### config.mk
export PLATFORM = sky130hd
export DESIGN_NAME = gregorian_date_up_down_counter_unit
export DESIGN_NICKNAME = d
export VERILOG_FILES = /design/src/gduc_pkg.sv /design/src/gduc_sequencer.sv /design/src/gduc_datapath.sv /design/src/gregorian_date_up_down_counter_unit.sv
export SDC_FILE = /design/constraint.sdc
export NUM_CORES = 1
export LEC_CHECK = 0
export BUFFER_PORTS_ARGS = -buffer_cell sky130_fd_sc_hd__buf_2
export CAP_MARGIN = 10
export CORE_AREA = 2 2 135 137
export DETAILED_ROUTE_END_ITERATION = 7
export DIE_AREA = 0 0 137 139
export HOLD_SLACK_MARGIN = 0.15
export MAX_ROUTING_LAYER = met4
export PLACE_DENSITY = 0.73
export SLEW_MARGIN = 25
export SYNTH_ARGS = -nofsm -noshare
export SYNTH_HDL_FRONTEND = slang
export SYNTH_SLANG_ARGS = --single-unit
### constraint.sdc
create_clock -name aclk -period 7.82 [get_ports aclk]
set_clock_uncertainty 0.2 [all_clocks]
set_input_delay 0.391 -clock aclk [delete_from_list [all_inputs] [get_ports aclk]]
set_output_delay 0.391 -clock aclk [all_outputs]
set_load 0.03 [all_outputs]
### src/gduc_pkg.sv
// types, constants, month table and microcode program of the date counter
package gduc_pkg;

    localparam int DAY_W    = 5;
    localparam int MONTH_W  = 4;
    localparam int YEAR_W   = 14;
    localparam int COUNT_W  = 10;
    localparam int CMD_W    = 2;
    localparam int S_DATA_W = 40;
    localparam int M_DATA_W = 24;
    localparam int REM_W    = 7;
    localparam int PROD_W   = 27;

    localparam logic [YEAR_W-1:0]  YEAR_MIN   = 14'd1;
    localparam logic [YEAR_W-1:0]  YEAR_MAX   = 14'd9999;
    localparam logic [MONTH_W-1:0] MONTH_FIRST = 4'd1;
    localparam logic [MONTH_W-1:0] MONTH_LAST  = 4'd12;
    localparam logic [DAY_W-1:0]   DAY_FIRST   = 5'd1;
    localparam logic [DAY_W-1:0]   DAY_DEC31   = 5'd31;
    localparam logic [REM_W-1:0]   YEAR_IN_CENT_LAST = 7'd99;

    // year / 100 == (year * 5243) >> 19, exact for every 14-bit year below 10000
    localparam logic [PROD_W-1:0]  RECIP_100   = 27'd5243;
    localparam int                 RECIP_SHIFT = 19;
    localparam logic [YEAR_W-1:0]  CENTURY     = 14'd100;

    typedef logic [2:0] pc_t;

    typedef enum logic [CMD_W-1:0] {
        CMD_LOAD = 2'd0,
        CMD_ADD  = 2'd1,
        CMD_SUB  = 2'd2,
        CMD_HOLD = 2'd3
    } cmd_t;

    typedef enum logic [2:0] {
        OP_IDLE,
        OP_LD_CLAMP,
        OP_LD_SPLIT,
        OP_LD_DAY,
        OP_STEP,
        OP_EMIT,
        OP_NOP
    } op_t;

    typedef enum logic [2:0] {
        COND_NEXT,
        COND_JUMP,
        COND_DISPATCH,
        COND_STEPS_DONE,
        COND_OUT_FREE
    } cond_t;

    typedef struct packed {
        op_t   op;
        cond_t cond;
        pc_t   target;
    } ctrl_t;

    typedef struct packed {
        logic in_accept;
        cmd_t in_cmd;
        logic steps_zero;
        logic out_free;
    } flags_t;

    localparam pc_t PC_IDLE     = 3'd0;
    localparam pc_t PC_LD_CLAMP = 3'd1;
    localparam pc_t PC_LD_SPLIT = 3'd2;
    localparam pc_t PC_LD_DAY   = 3'd3;
    localparam pc_t PC_STEP     = 3'd4;
    localparam pc_t PC_EMIT     = 3'd5;

    // days in a month, february by leap flag
    function automatic logic [DAY_W-1:0] month_len(input logic [MONTH_W-1:0] m,
                                                   input logic leap);
        logic [DAY_W-1:0] len;
        unique case (m)
            4'd2:                     len = leap ? 5'd29 : 5'd28;
            4'd4, 4'd6, 4'd9, 4'd11:  len = 5'd30;
            default:                  len = 5'd31;
        endcase
        return len;
    endfunction

    // control store
    function automatic ctrl_t mc_rom(input pc_t pc);
        ctrl_t w;
        unique case (pc)
            PC_IDLE:     w = '{op: OP_IDLE,     cond: COND_DISPATCH,   target: PC_IDLE};
            PC_LD_CLAMP: w = '{op: OP_LD_CLAMP, cond: COND_NEXT,       target: PC_IDLE};
            PC_LD_SPLIT: w = '{op: OP_LD_SPLIT, cond: COND_NEXT,       target: PC_IDLE};
            PC_LD_DAY:   w = '{op: OP_LD_DAY,   cond: COND_JUMP,       target: PC_EMIT};
            PC_STEP:     w = '{op: OP_STEP,     cond: COND_STEPS_DONE, target: PC_EMIT};
            PC_EMIT:     w = '{op: OP_EMIT,     cond: COND_OUT_FREE,   target: PC_IDLE};
            default:     w = '{op: OP_NOP,      cond: COND_JUMP,       target: PC_IDLE};
        endcase
        return w;
    endfunction

endpackage

### src/gduc_sequencer.sv
// step counter and branch logic that walks the control store
module gduc_sequencer (
    input  logic            aclk,
    input  logic            aresetn,
    input  gduc_pkg::flags_t flags,
    output gduc_pkg::ctrl_t  ctrl
);
    import gduc_pkg::*;

    pc_t pc_reg;
    pc_t pc_next;

    // control word of the current step
    assign ctrl = mc_rom(pc_reg);

    // next step
    always_comb begin
        pc_next = pc_reg;
        unique case (ctrl.cond)
            COND_NEXT:       pc_next = pc_reg + 3'd1;
            COND_JUMP:       pc_next = ctrl.target;
            COND_DISPATCH: begin
                if (flags.in_accept) begin
                    unique case (flags.in_cmd)
                        CMD_LOAD:         pc_next = PC_LD_CLAMP;
                        CMD_ADD, CMD_SUB: pc_next = PC_STEP;
                        CMD_HOLD:         pc_next = PC_EMIT;
                        default:          pc_next = PC_IDLE;
                    endcase
                end
            end
            COND_STEPS_DONE: if (flags.steps_zero) pc_next = ctrl.target;
            COND_OUT_FREE:   if (flags.out_free) pc_next = ctrl.target;
            default:         pc_next = PC_IDLE;
        endcase
    end

    // step register
    always_ff @(posedge aclk) begin
        if (!aresetn) begin
            pc_reg <= PC_IDLE;
        end else begin
            pc_reg <= pc_next;
        end
    end

endmodule

### src/gduc_datapath.sv
// date registers, day stepper, load clamping and output register
module gduc_datapath #(
    parameter int MAX_STEP_COUNT = 1023
) (
    input  logic                                 aclk,
    input  logic                                 aresetn,
    input  gduc_pkg::ctrl_t                      ctrl,
    output gduc_pkg::flags_t                     flags,
    input  logic                                 s_tvalid,
    output logic                                 s_tready,
    input  logic [gduc_pkg::S_DATA_W-1:0]        s_tdata,
    input  logic [gduc_pkg::CMD_W-1:0]           s_tuser,
    output logic                                 m_tvalid,
    input  logic                                 m_tready,
    output logic [gduc_pkg::M_DATA_W-1:0]        m_tdata
);
    import gduc_pkg::*;

    localparam int SW = $clog2(MAX_STEP_COUNT + 1);
    localparam int CW = (SW > COUNT_W) ? SW : COUNT_W;
    localparam logic [CW-1:0] MAX_EXT = CW'(MAX_STEP_COUNT);

    // input fields
    logic [DAY_W-1:0]   s_day;
    logic [MONTH_W-1:0] s_month;
    logic [YEAR_W-1:0]  s_year;
    logic [COUNT_W-1:0] s_count;
    logic [CW-1:0]      cnt_ext;

    cmd_t               cmd_reg, cmd_next;
    logic [DAY_W-1:0]   day_reg, day_next;
    logic [MONTH_W-1:0] month_reg, month_next;
    logic [YEAR_W-1:0]  year_reg, year_next;
    logic [REM_W-1:0]   rem_reg, rem_next;
    logic [REM_W-1:0]   cent_reg, cent_next;
    logic [DAY_W-1:0]   ld_day_reg, ld_day_next;
    logic [MONTH_W-1:0] ld_month_reg, ld_month_next;
    logic [YEAR_W-1:0]  ld_year_reg, ld_year_next;
    logic [SW-1:0]      steps_reg, steps_next;
    logic [PROD_W-1:0]  prod_reg, prod_next;
    logic               m_valid_reg, m_valid_next;
    logic [M_DATA_W-1:0] m_data_reg, m_data_next;

    logic               in_accept;
    logic               out_free;
    logic               leap;
    logic [DAY_W-1:0]   cur_len;
    logic [MONTH_W-1:0] m_clamp;
    logic [YEAR_W-1:0]  y_clamp;
    logic [REM_W-1:0]   cent_split;
    logic [YEAR_W-1:0]  cent_times;

    assign s_day   = s_tdata[DAY_W-1:0];
    assign s_month = s_tdata[DAY_W +: MONTH_W];
    assign s_year  = s_tdata[DAY_W+MONTH_W +: YEAR_W];
    assign s_count = s_tdata[DAY_W+MONTH_W+YEAR_W +: COUNT_W];
    assign cnt_ext = CW'(s_count);

    // handshake status
    assign s_tready  = (ctrl.op == OP_IDLE);
    assign in_accept = s_tvalid && s_tready;
    assign out_free  = !m_valid_reg || m_tready;

    assign flags.in_accept  = in_accept;
    assign flags.in_cmd     = cmd_t'(s_tuser);
    assign flags.steps_zero = (steps_reg == '0);
    assign flags.out_free   = out_free;

    // leap flag from year mod 4, year mod 100 and century mod 4
    assign leap = (year_reg[1:0] == 2'b00) && ((rem_reg != '0) || (cent_reg[1:0] == 2'b00));
    assign cur_len = month_len(month_reg, leap);

    // load clamping and century split
    assign m_clamp = (ld_month_reg < MONTH_FIRST) ? MONTH_FIRST :
                     (ld_month_reg > MONTH_LAST)  ? MONTH_LAST  : ld_month_reg;
    assign y_clamp = (ld_year_reg < YEAR_MIN) ? YEAR_MIN :
                     (ld_year_reg > YEAR_MAX) ? YEAR_MAX : ld_year_reg;
    assign cent_split = prod_reg[RECIP_SHIFT +: REM_W];
    assign cent_times = YEAR_W'(cent_split) * CENTURY;

    always_comb begin
        cmd_next      = cmd_reg;
        day_next      = day_reg;
        month_next    = month_reg;
        year_next     = year_reg;
        rem_next      = rem_reg;
        cent_next     = cent_reg;
        ld_day_next   = ld_day_reg;
        ld_month_next = ld_month_reg;
        ld_year_next  = ld_year_reg;
        steps_next    = steps_reg;
        prod_next     = prod_reg;
        m_valid_next  = m_valid_reg && !m_tready;
        m_data_next   = m_data_reg;

        unique case (ctrl.op)
            // take in one transfer
            OP_IDLE: begin
                if (in_accept) begin
                    cmd_next      = cmd_t'(s_tuser);
                    ld_day_next   = s_day;
                    ld_month_next = s_month;
                    ld_year_next  = s_year;
                    steps_next    = SW'((cnt_ext > MAX_EXT) ? MAX_EXT : cnt_ext);
                end
            end
            // clamp month and year, start the century split
            OP_LD_CLAMP: begin
                month_next = m_clamp;
                year_next  = y_clamp;
                prod_next  = PROD_W'(y_clamp) * RECIP_100;
            end
            OP_LD_SPLIT: begin
                cent_next = cent_split;
                rem_next  = REM_W'(year_reg - cent_times);
            end
            // clamp day to the month length
            OP_LD_DAY: begin
                if (ld_day_reg < DAY_FIRST) begin
                    day_next = DAY_FIRST;
                end else if (ld_day_reg > cur_len) begin
                    day_next = cur_len;
                end else begin
                    day_next = ld_day_reg;
                end
            end
            // one day forward or back
            OP_STEP: begin
                if (steps_reg != '0) begin
                    steps_next = steps_reg - SW'(1);
                    if (cmd_reg == CMD_ADD) begin
                        if (day_reg >= cur_len) begin
                            if (month_reg >= MONTH_LAST) begin
                                if (year_reg >= YEAR_MAX) begin
                                    steps_next = '0;
                                end else begin
                                    year_next  = year_reg + 14'd1;
                                    month_next = MONTH_FIRST;
                                    day_next   = DAY_FIRST;
                                    if (rem_reg == YEAR_IN_CENT_LAST) begin
                                        rem_next  = '0;
                                        cent_next = cent_reg + 7'd1;
                                    end else begin
                                        rem_next = rem_reg + 7'd1;
                                    end
                                end
                            end else begin
                                month_next = month_reg + 4'd1;
                                day_next   = DAY_FIRST;
                            end
                        end else begin
                            day_next = day_reg + 5'd1;
                        end
                    end else begin
                        if (day_reg <= DAY_FIRST) begin
                            if (month_reg <= MONTH_FIRST) begin
                                if (year_reg <= YEAR_MIN) begin
                                    steps_next = '0;
                                end else begin
                                    year_next  = year_reg - 14'd1;
                                    month_next = MONTH_LAST;
                                    day_next   = DAY_DEC31;
                                    if (rem_reg == '0) begin
                                        rem_next  = YEAR_IN_CENT_LAST;
                                        cent_next = cent_reg - 7'd1;
                                    end else begin
                                        rem_next = rem_reg - 7'd1;
                                    end
                                end
                            end else begin
                                month_next = month_reg - 4'd1;
                                day_next   = month_len(month_reg - 4'd1, leap);
                            end
                        end else begin
                            day_next = day_reg - 5'd1;
                        end
                    end
                end
            end
            // hand the date to the output register
            OP_EMIT: begin
                if (out_free) begin
                    m_valid_next = 1'b1;
                    m_data_next  = {leap, year_reg, month_reg, day_reg};
                end
            end
            default: begin
            end
        endcase
    end

    // control and date state
    always_ff @(posedge aclk) begin
        if (!aresetn) begin
            m_valid_reg <= 1'b0;
            day_reg     <= DAY_FIRST;
            month_reg   <= MONTH_FIRST;
            year_reg    <= 14'd2000;
            rem_reg     <= '0;
            cent_reg    <= 7'd20;
            steps_reg   <= '0;
            cmd_reg     <= CMD_HOLD;
        end else begin
            m_valid_reg <= m_valid_next;
            day_reg     <= day_next;
            month_reg   <= month_next;
            year_reg    <= year_next;
            rem_reg     <= rem_next;
            cent_reg    <= cent_next;
            steps_reg   <= steps_next;
            cmd_reg     <= cmd_next;
        end
    end

    // payload registers
    always_ff @(posedge aclk) begin
        ld_day_reg   <= ld_day_next;
        ld_month_reg <= ld_month_next;
        ld_year_reg  <= ld_year_next;
        prod_reg     <= prod_next;
        m_data_reg   <= m_data_next;
    end

    assign m_tvalid = m_valid_reg;
    assign m_tdata  = m_data_reg;

endmodule

### src/gregorian_date_up_down_counter_unit.sv
// date counter: load a date or step it by days, one date result per transfer
// add/subtract walks the stepper (one day per cycle) and emits the result, load
// clamps month, year and then day before emitting, hold emits the current date
// throughput: one item at a time, the next transfer is taken once the result
// sits in the output register
// reset: synchronous active-low, date returns to 1 january 2000, no result held
module gregorian_date_up_down_counter_unit #(
    parameter int MAX_STEP_COUNT = 1023
) (
    input  logic                           aclk,
    input  logic                           aresetn,
    input  logic                           s_tvalid,
    output logic                           s_tready,
    // load_day[4:0], load_month[8:5], load_year[22:9], day_count[32:23], zero pad
    input  logic [gduc_pkg::S_DATA_W-1:0]  s_tdata,
    // cmd[1:0]
    input  logic [gduc_pkg::CMD_W-1:0]     s_tuser,
    output logic                           m_tvalid,
    input  logic                           m_tready,
    // out_day[4:0], out_month[8:5], out_year[22:9], leap_year[23]
    output logic [gduc_pkg::M_DATA_W-1:0]  m_tdata
);
    import gduc_pkg::*;

    ctrl_t  ctrl;
    flags_t flags;

    // control store walker
    gduc_sequencer u_seq (
        .aclk    (aclk),
        .aresetn (aresetn),
        .flags   (flags),
        .ctrl    (ctrl)
    );

    // date datapath
    gduc_datapath #(
        .MAX_STEP_COUNT (MAX_STEP_COUNT)
    ) u_dp (
        .aclk     (aclk),
        .aresetn  (aresetn),
        .ctrl     (ctrl),
        .flags    (flags),
        .s_tvalid (s_tvalid),
        .s_tready (s_tready),
        .s_tdata  (s_tdata),
        .s_tuser  (s_tuser),
        .m_tvalid (m_tvalid),
        .m_tready (m_tready),
        .m_tdata  (m_tdata)
    );

endmodule

* Yosys cells after proc, flatten, opt, wreduce, memory -nomap -nowiden *
Cells that the tools add are included.

cells by class
  $add $sub $neg = 13
  multipliers = 2
  $lt $le $gt $ge = 13
  eq/ne operators = 46
  muxes and demuxes = 77
  reductions and logical operators = 33

operator list
  operator                  number
  $mux W14                  10
  $mux W7                   20
  $mux W10                  10
  $pmux W9 S6               1
  $mux W5                   10
  $mux W4                   10
  $pmux W5 S2               3
  $pmux W14 S2              1
  $pmux W7 S2               2
  $mul A14 B13 Y26 const B  1
  $pmux W10 S2              1
  $eq A3 B2 Y1 const B      6
  $eq A4 B3 Y1 const B      4
  $eq A4 B4 Y1 const B      4
  $reduce_and A8 Y1         2
  $eq A3 B3 Y1 const B      5
  $pmux W3 S5               1
  $add A14 B1 Y14 const B   1
  $add A7 B1 Y7 const B     2
  $ge A14 B14 Y1 const B    1
  $gt A14 B14 Y1 const B    1
  $le A14 B1 Y1 const B     1
  $lt A14 B1 Y1 const B     1
  $sub A14 B1 Y14 const B   1
  53 further kinds          85

storage, ports and cells
  register bits = 126
  input bits = 46
  output and inout port bits = 26
  logic and storage cells = 198

* Depth between registers and ports, before layout *
  word-level depth = 10
  gate-level depth with buffers = 24
  gate-level depth less buffers = 22

* By module *
Synthesis repeated with hierarchy kept, for this count alone.

unflattened totals
  cell total of the unflattened synthesis = 1,072
  area, all modules = 9,684.3 um^2

modules (own cells, without submodules)
  module          instances  cells an instance  area each (um^2)  sequential area each (um^2)
  gduc_datapath   1          1,021              9,272.6           2,462.4
  gduc_sequencer  1          51                 411.6             60.1

* Least setup slack after synthesis *
Ideal clock, no wire load.

  path kind = reg-to-reg
  from = register u_dp.ld_year_reg[12]
  to = register u_dp.prod_reg[23], data pin
  library setup time = 0.261 ns
  data arrival time = 5.660 ns
  data required time = 7.359 ns
  setup slack = 1.699 ns
  stages on the path, launching flop included = 23
  path buffers = 0
  period minus slack after synthesis = 6.121 ns
  cell sequence = edfxtp_1 -> or4_1 -> nor3_2 -> nor2_1 -> or2_2 -> xnor2_1 -> ha_1 -> a211o_1 -> ha_1 -> inv_1 -> fa_1 -> inv_1 -> fa_1 -> inv_1 -> fa_1 -> inv_1 -> ha_1 -> nand2_1 -> o21ai_0 -> a21oi_1 -> o32ai_1 -> nor4_1 -> a311o_1

on the way
  cells in the longest elaborated chain, start to end = 4
  elaborated cells on any way between the ends = 5
  those cells by class = mul (1); order compare (2); mux (2)

ends and longest elaborated chain
  element                 line                  RTL
  from (decl)             gduc_datapath.sv:38   logic [YEAR_W-1:0] ld_year_reg, ld_year_next;
  from (signal assigned)  gduc_datapath.sv:219  ld_year_reg <= ld_year_next;
  $gt A14 B14 Y1          gduc_datapath.sv:77   (ld_year_reg > YEAR_MAX) ? YEAR_MAX : ld_year_reg;
  $mux W14                gduc_datapath.sv:77
  $mux W14 (*)            gduc_datapath.sv:76   assign y_clamp = (ld_year_reg < YEAR_MIN) ? YEAR_MIN :
  $mul A14 B13 Y26 (*)    gduc_datapath.sv:111  prod_next = PROD_W'(y_clamp) * RECIP_100;
  to (signal assigned)    gduc_datapath.sv:220  prod_reg <= prod_next;
  to (decl)               gduc_datapath.sv:40   logic [PROD_W-1:0] prod_reg, prod_next;

Mark *: on every way between the ends. The rest lies on a longest branch, timed or not.
A chain may end at the register's enable or synchronous reset.

* Final worst setup path *
Same ends and word-level chain as after synthesis.

==> impl_metrics.toml <==
[outcome]
status = "completed"

[clocking]
cts_hold_buffers = 28
cts_resized = 0
postCtsSetupRepairBufs = 0
clk_pin_slew_ps = 70
cts-root-buf = "clkbuf_16"
tritoncts = "built"
cts_buffer_depth = 2
htreeDepth = 3
cts_sinks = 100
cts_buffers = 9
clock_latency_ps = 350

[cells_and_area]
syn_to_final_growth_pct = 11.2
register_area_mm2 = 0.00252
fillCellCount = 1500
drive_above_1_share = 0.105
fin_area_mm2 = 0.0106
multi_input_area_mm2 = 0.00622
nets = 1321
diodes = 0
largest_reg_flops = 24

[critical_path]
rrSetupSlack_ps = 1090
critPathRequiredTime_ps = 7720
crit_fanout = 10
criticalPathCategory = "register to register"
critPathLaunchType = "register"
cp.arrival_ps = 6620
critPathCaptureType = "register"

[yosys]
ys_seq_area_frac = 0.265
ys_async_sr_fraction = 0
synth_most_common_cell = "inv_1"
yosysTopAreaCell = "edfxtp_1"
yosys.area_share.simple = 0.137
syn_avg_cell_area_um2 = 9.25
synthXorXnorAreaFrac = 0.0263
ys_seq_elements = 100
syn_nets = 1256
synth_adder_area_share = 0.284
synthFlopType = "edfxtp_1"
synth_top_family_by_area = "adder cells"
synthDistinctLibCells = 86
synth_top_cells_by_count = "inv_1, ha_1, nand2_1, o21ai_0, fa_1"
synth-compound-area-share = 0.194
yosys-mux-area-fraction = 0.00958
synth-edff-count = 52
synth_top_area_share = 0.164
synthCells = 1030
netlist_area_mm2 = 0.00953
ys_warn_count = 0
yosys-top-cells-area = "edfxtp_1, ha_1, fa_1"

[floorplan]
core-area_mm2 = 0.0177
fp-row-count = 49
start_util = 0.540
die_y_um = 139
die_area_mm2 = 0.0190
io-pin-count = 72
dieWidth_um = 137

[sta]
min_period_over_period = 0.860
fin_tns_setup_ps = 0
drv_slew = 0
finalHoldViolations = 0
worst_slew_pin_slew_ps = 987
rsz0062_at_grt = "no"
slew_headroom = 0.341
fmax_ghz = 0.149
fin_crit_ps = 6730
postLayoutSetupSlackWorst_ps = 1090
finalSetupViolCount = 0

[placement]
dpl_cell_area_mm2 = 0.00998
gp_congestion = 0.953
place_ws_ps = 1140
place_hpwl_mm = 16.5
port_buffers = 64

[job]
maxCapViolCount = 0

[global_route]
met1_usage = 0.349
grt_pass1_vias = 7534
grt-busiest-layer = "met2"
grt-ovfl-total = 0
grtUsageTotal = 0.251
grt_pass1_wl_mm = 37.3
grt_max_degree = 47
antenna_found_initial = 0
met3_usage = 0.0387
met2_usage = 0.396

[routing]
antenna_left = 0
wl_per_cell_um = 16.7
vias_per_cell = 5.86
dr.first_iter.drc_count = 573
route.vias.total = 7785
first_pass_iters = 5
drt-total-wl_mm = 22.2
drc = 0

[min_path]
hold_path.class = "input port to register"
## metrics by stage
stage,hold WS (ps),utilization,instances
3_3_place_gp,261,0.565,1285
5_1_grt,171,0.601,1329
4_1_cts,162,0.600,1329
2_1_floorplan,203,-,1030
6_report,168,0.601,1329
3_5_place_dp,267,0.565,1285
## critical path: stages (launching register included)
cell      delay [ps]
edfxtp_1         460
or4_1            560
nor3_2           210
nor2_1           200
or2_2            450
xnor2_1          170
ha_1             190
a211o_1          270
ha_1             270
inv_1             40
fa_1             470
inv_1             50
fa_1             530
inv_1             60
fa_1             550
inv_1             50
ha_1             370
nand2_1           60
o21ai_0          220
a21oi_1           60
o32ai_1          570
nor4_1           110
a311o_1          340
## layout by cell type, fill, tap and decap left out, drive strengths merged, types with 8 or more instances in the layout
master	count
a21o	9
ha	119
a32oi	13
dfxtp	48
buf	73
and3	9
nand4	12
clkbuf	10
nand3	27
mux2i	8
xor2	8
edfxtp	52
nor4	10
a21oi	47
nand2b	9
xnor2	18
dlygate4sd3	28
o211ai	13
o22ai	15
a311oi	8
nor2b	9
o21ai	66
fa	61
a211oi	11
nand2	85
nor2	49
inv	150
nor3	14
## path summary, 6_finish.rpt
check | cells past startpoint | from | end
setup / recovery | 22 | u_dp.ld_year_reg[12] | u_dp.prod_reg[23]
hold reg to reg | 2 | u_dp.steps_reg[8] | u_dp.steps_reg[8]
setup reg to reg | 22 | u_dp.ld_year_reg[12] | u_dp.prod_reg[23]
hold / removal | 3 | s_tuser[1] | u_dp.cmd_reg[1]
## layer usage
metal  vias up  share of wire
met4         0         0.0093
li1       3803              -
met3        21          0.047
met2       219           0.47
met5         -              0
met1      3742           0.47
## logic make-up after synthesis
family	after synthesis
AOI/OAI and AO/OA	262
and+or+nand+nor	255
muxes	9
buffers and inverters	197
DFF	100
xor gates and xnor gates	27
adders and majority gates	180
## cell type report
| class | count | share of cell area |
|---|---|---|
| multi-input cells | 733 | 0.587 |
| flip-flops and latches | 100 | 0.238 |
| repair buffers | 101 | 0.0630 |
| inverters | 150 | 0.0531 |
| well taps | 229 | 0.0270 |
| clock buffers | 10 | 0.0216 |
| clock inverters | 6 | 0.0105 |
Power is left out: the tool's default activity adds up to more than one toggle a clock period on the data nets, which glitch-free logic cannot reach.
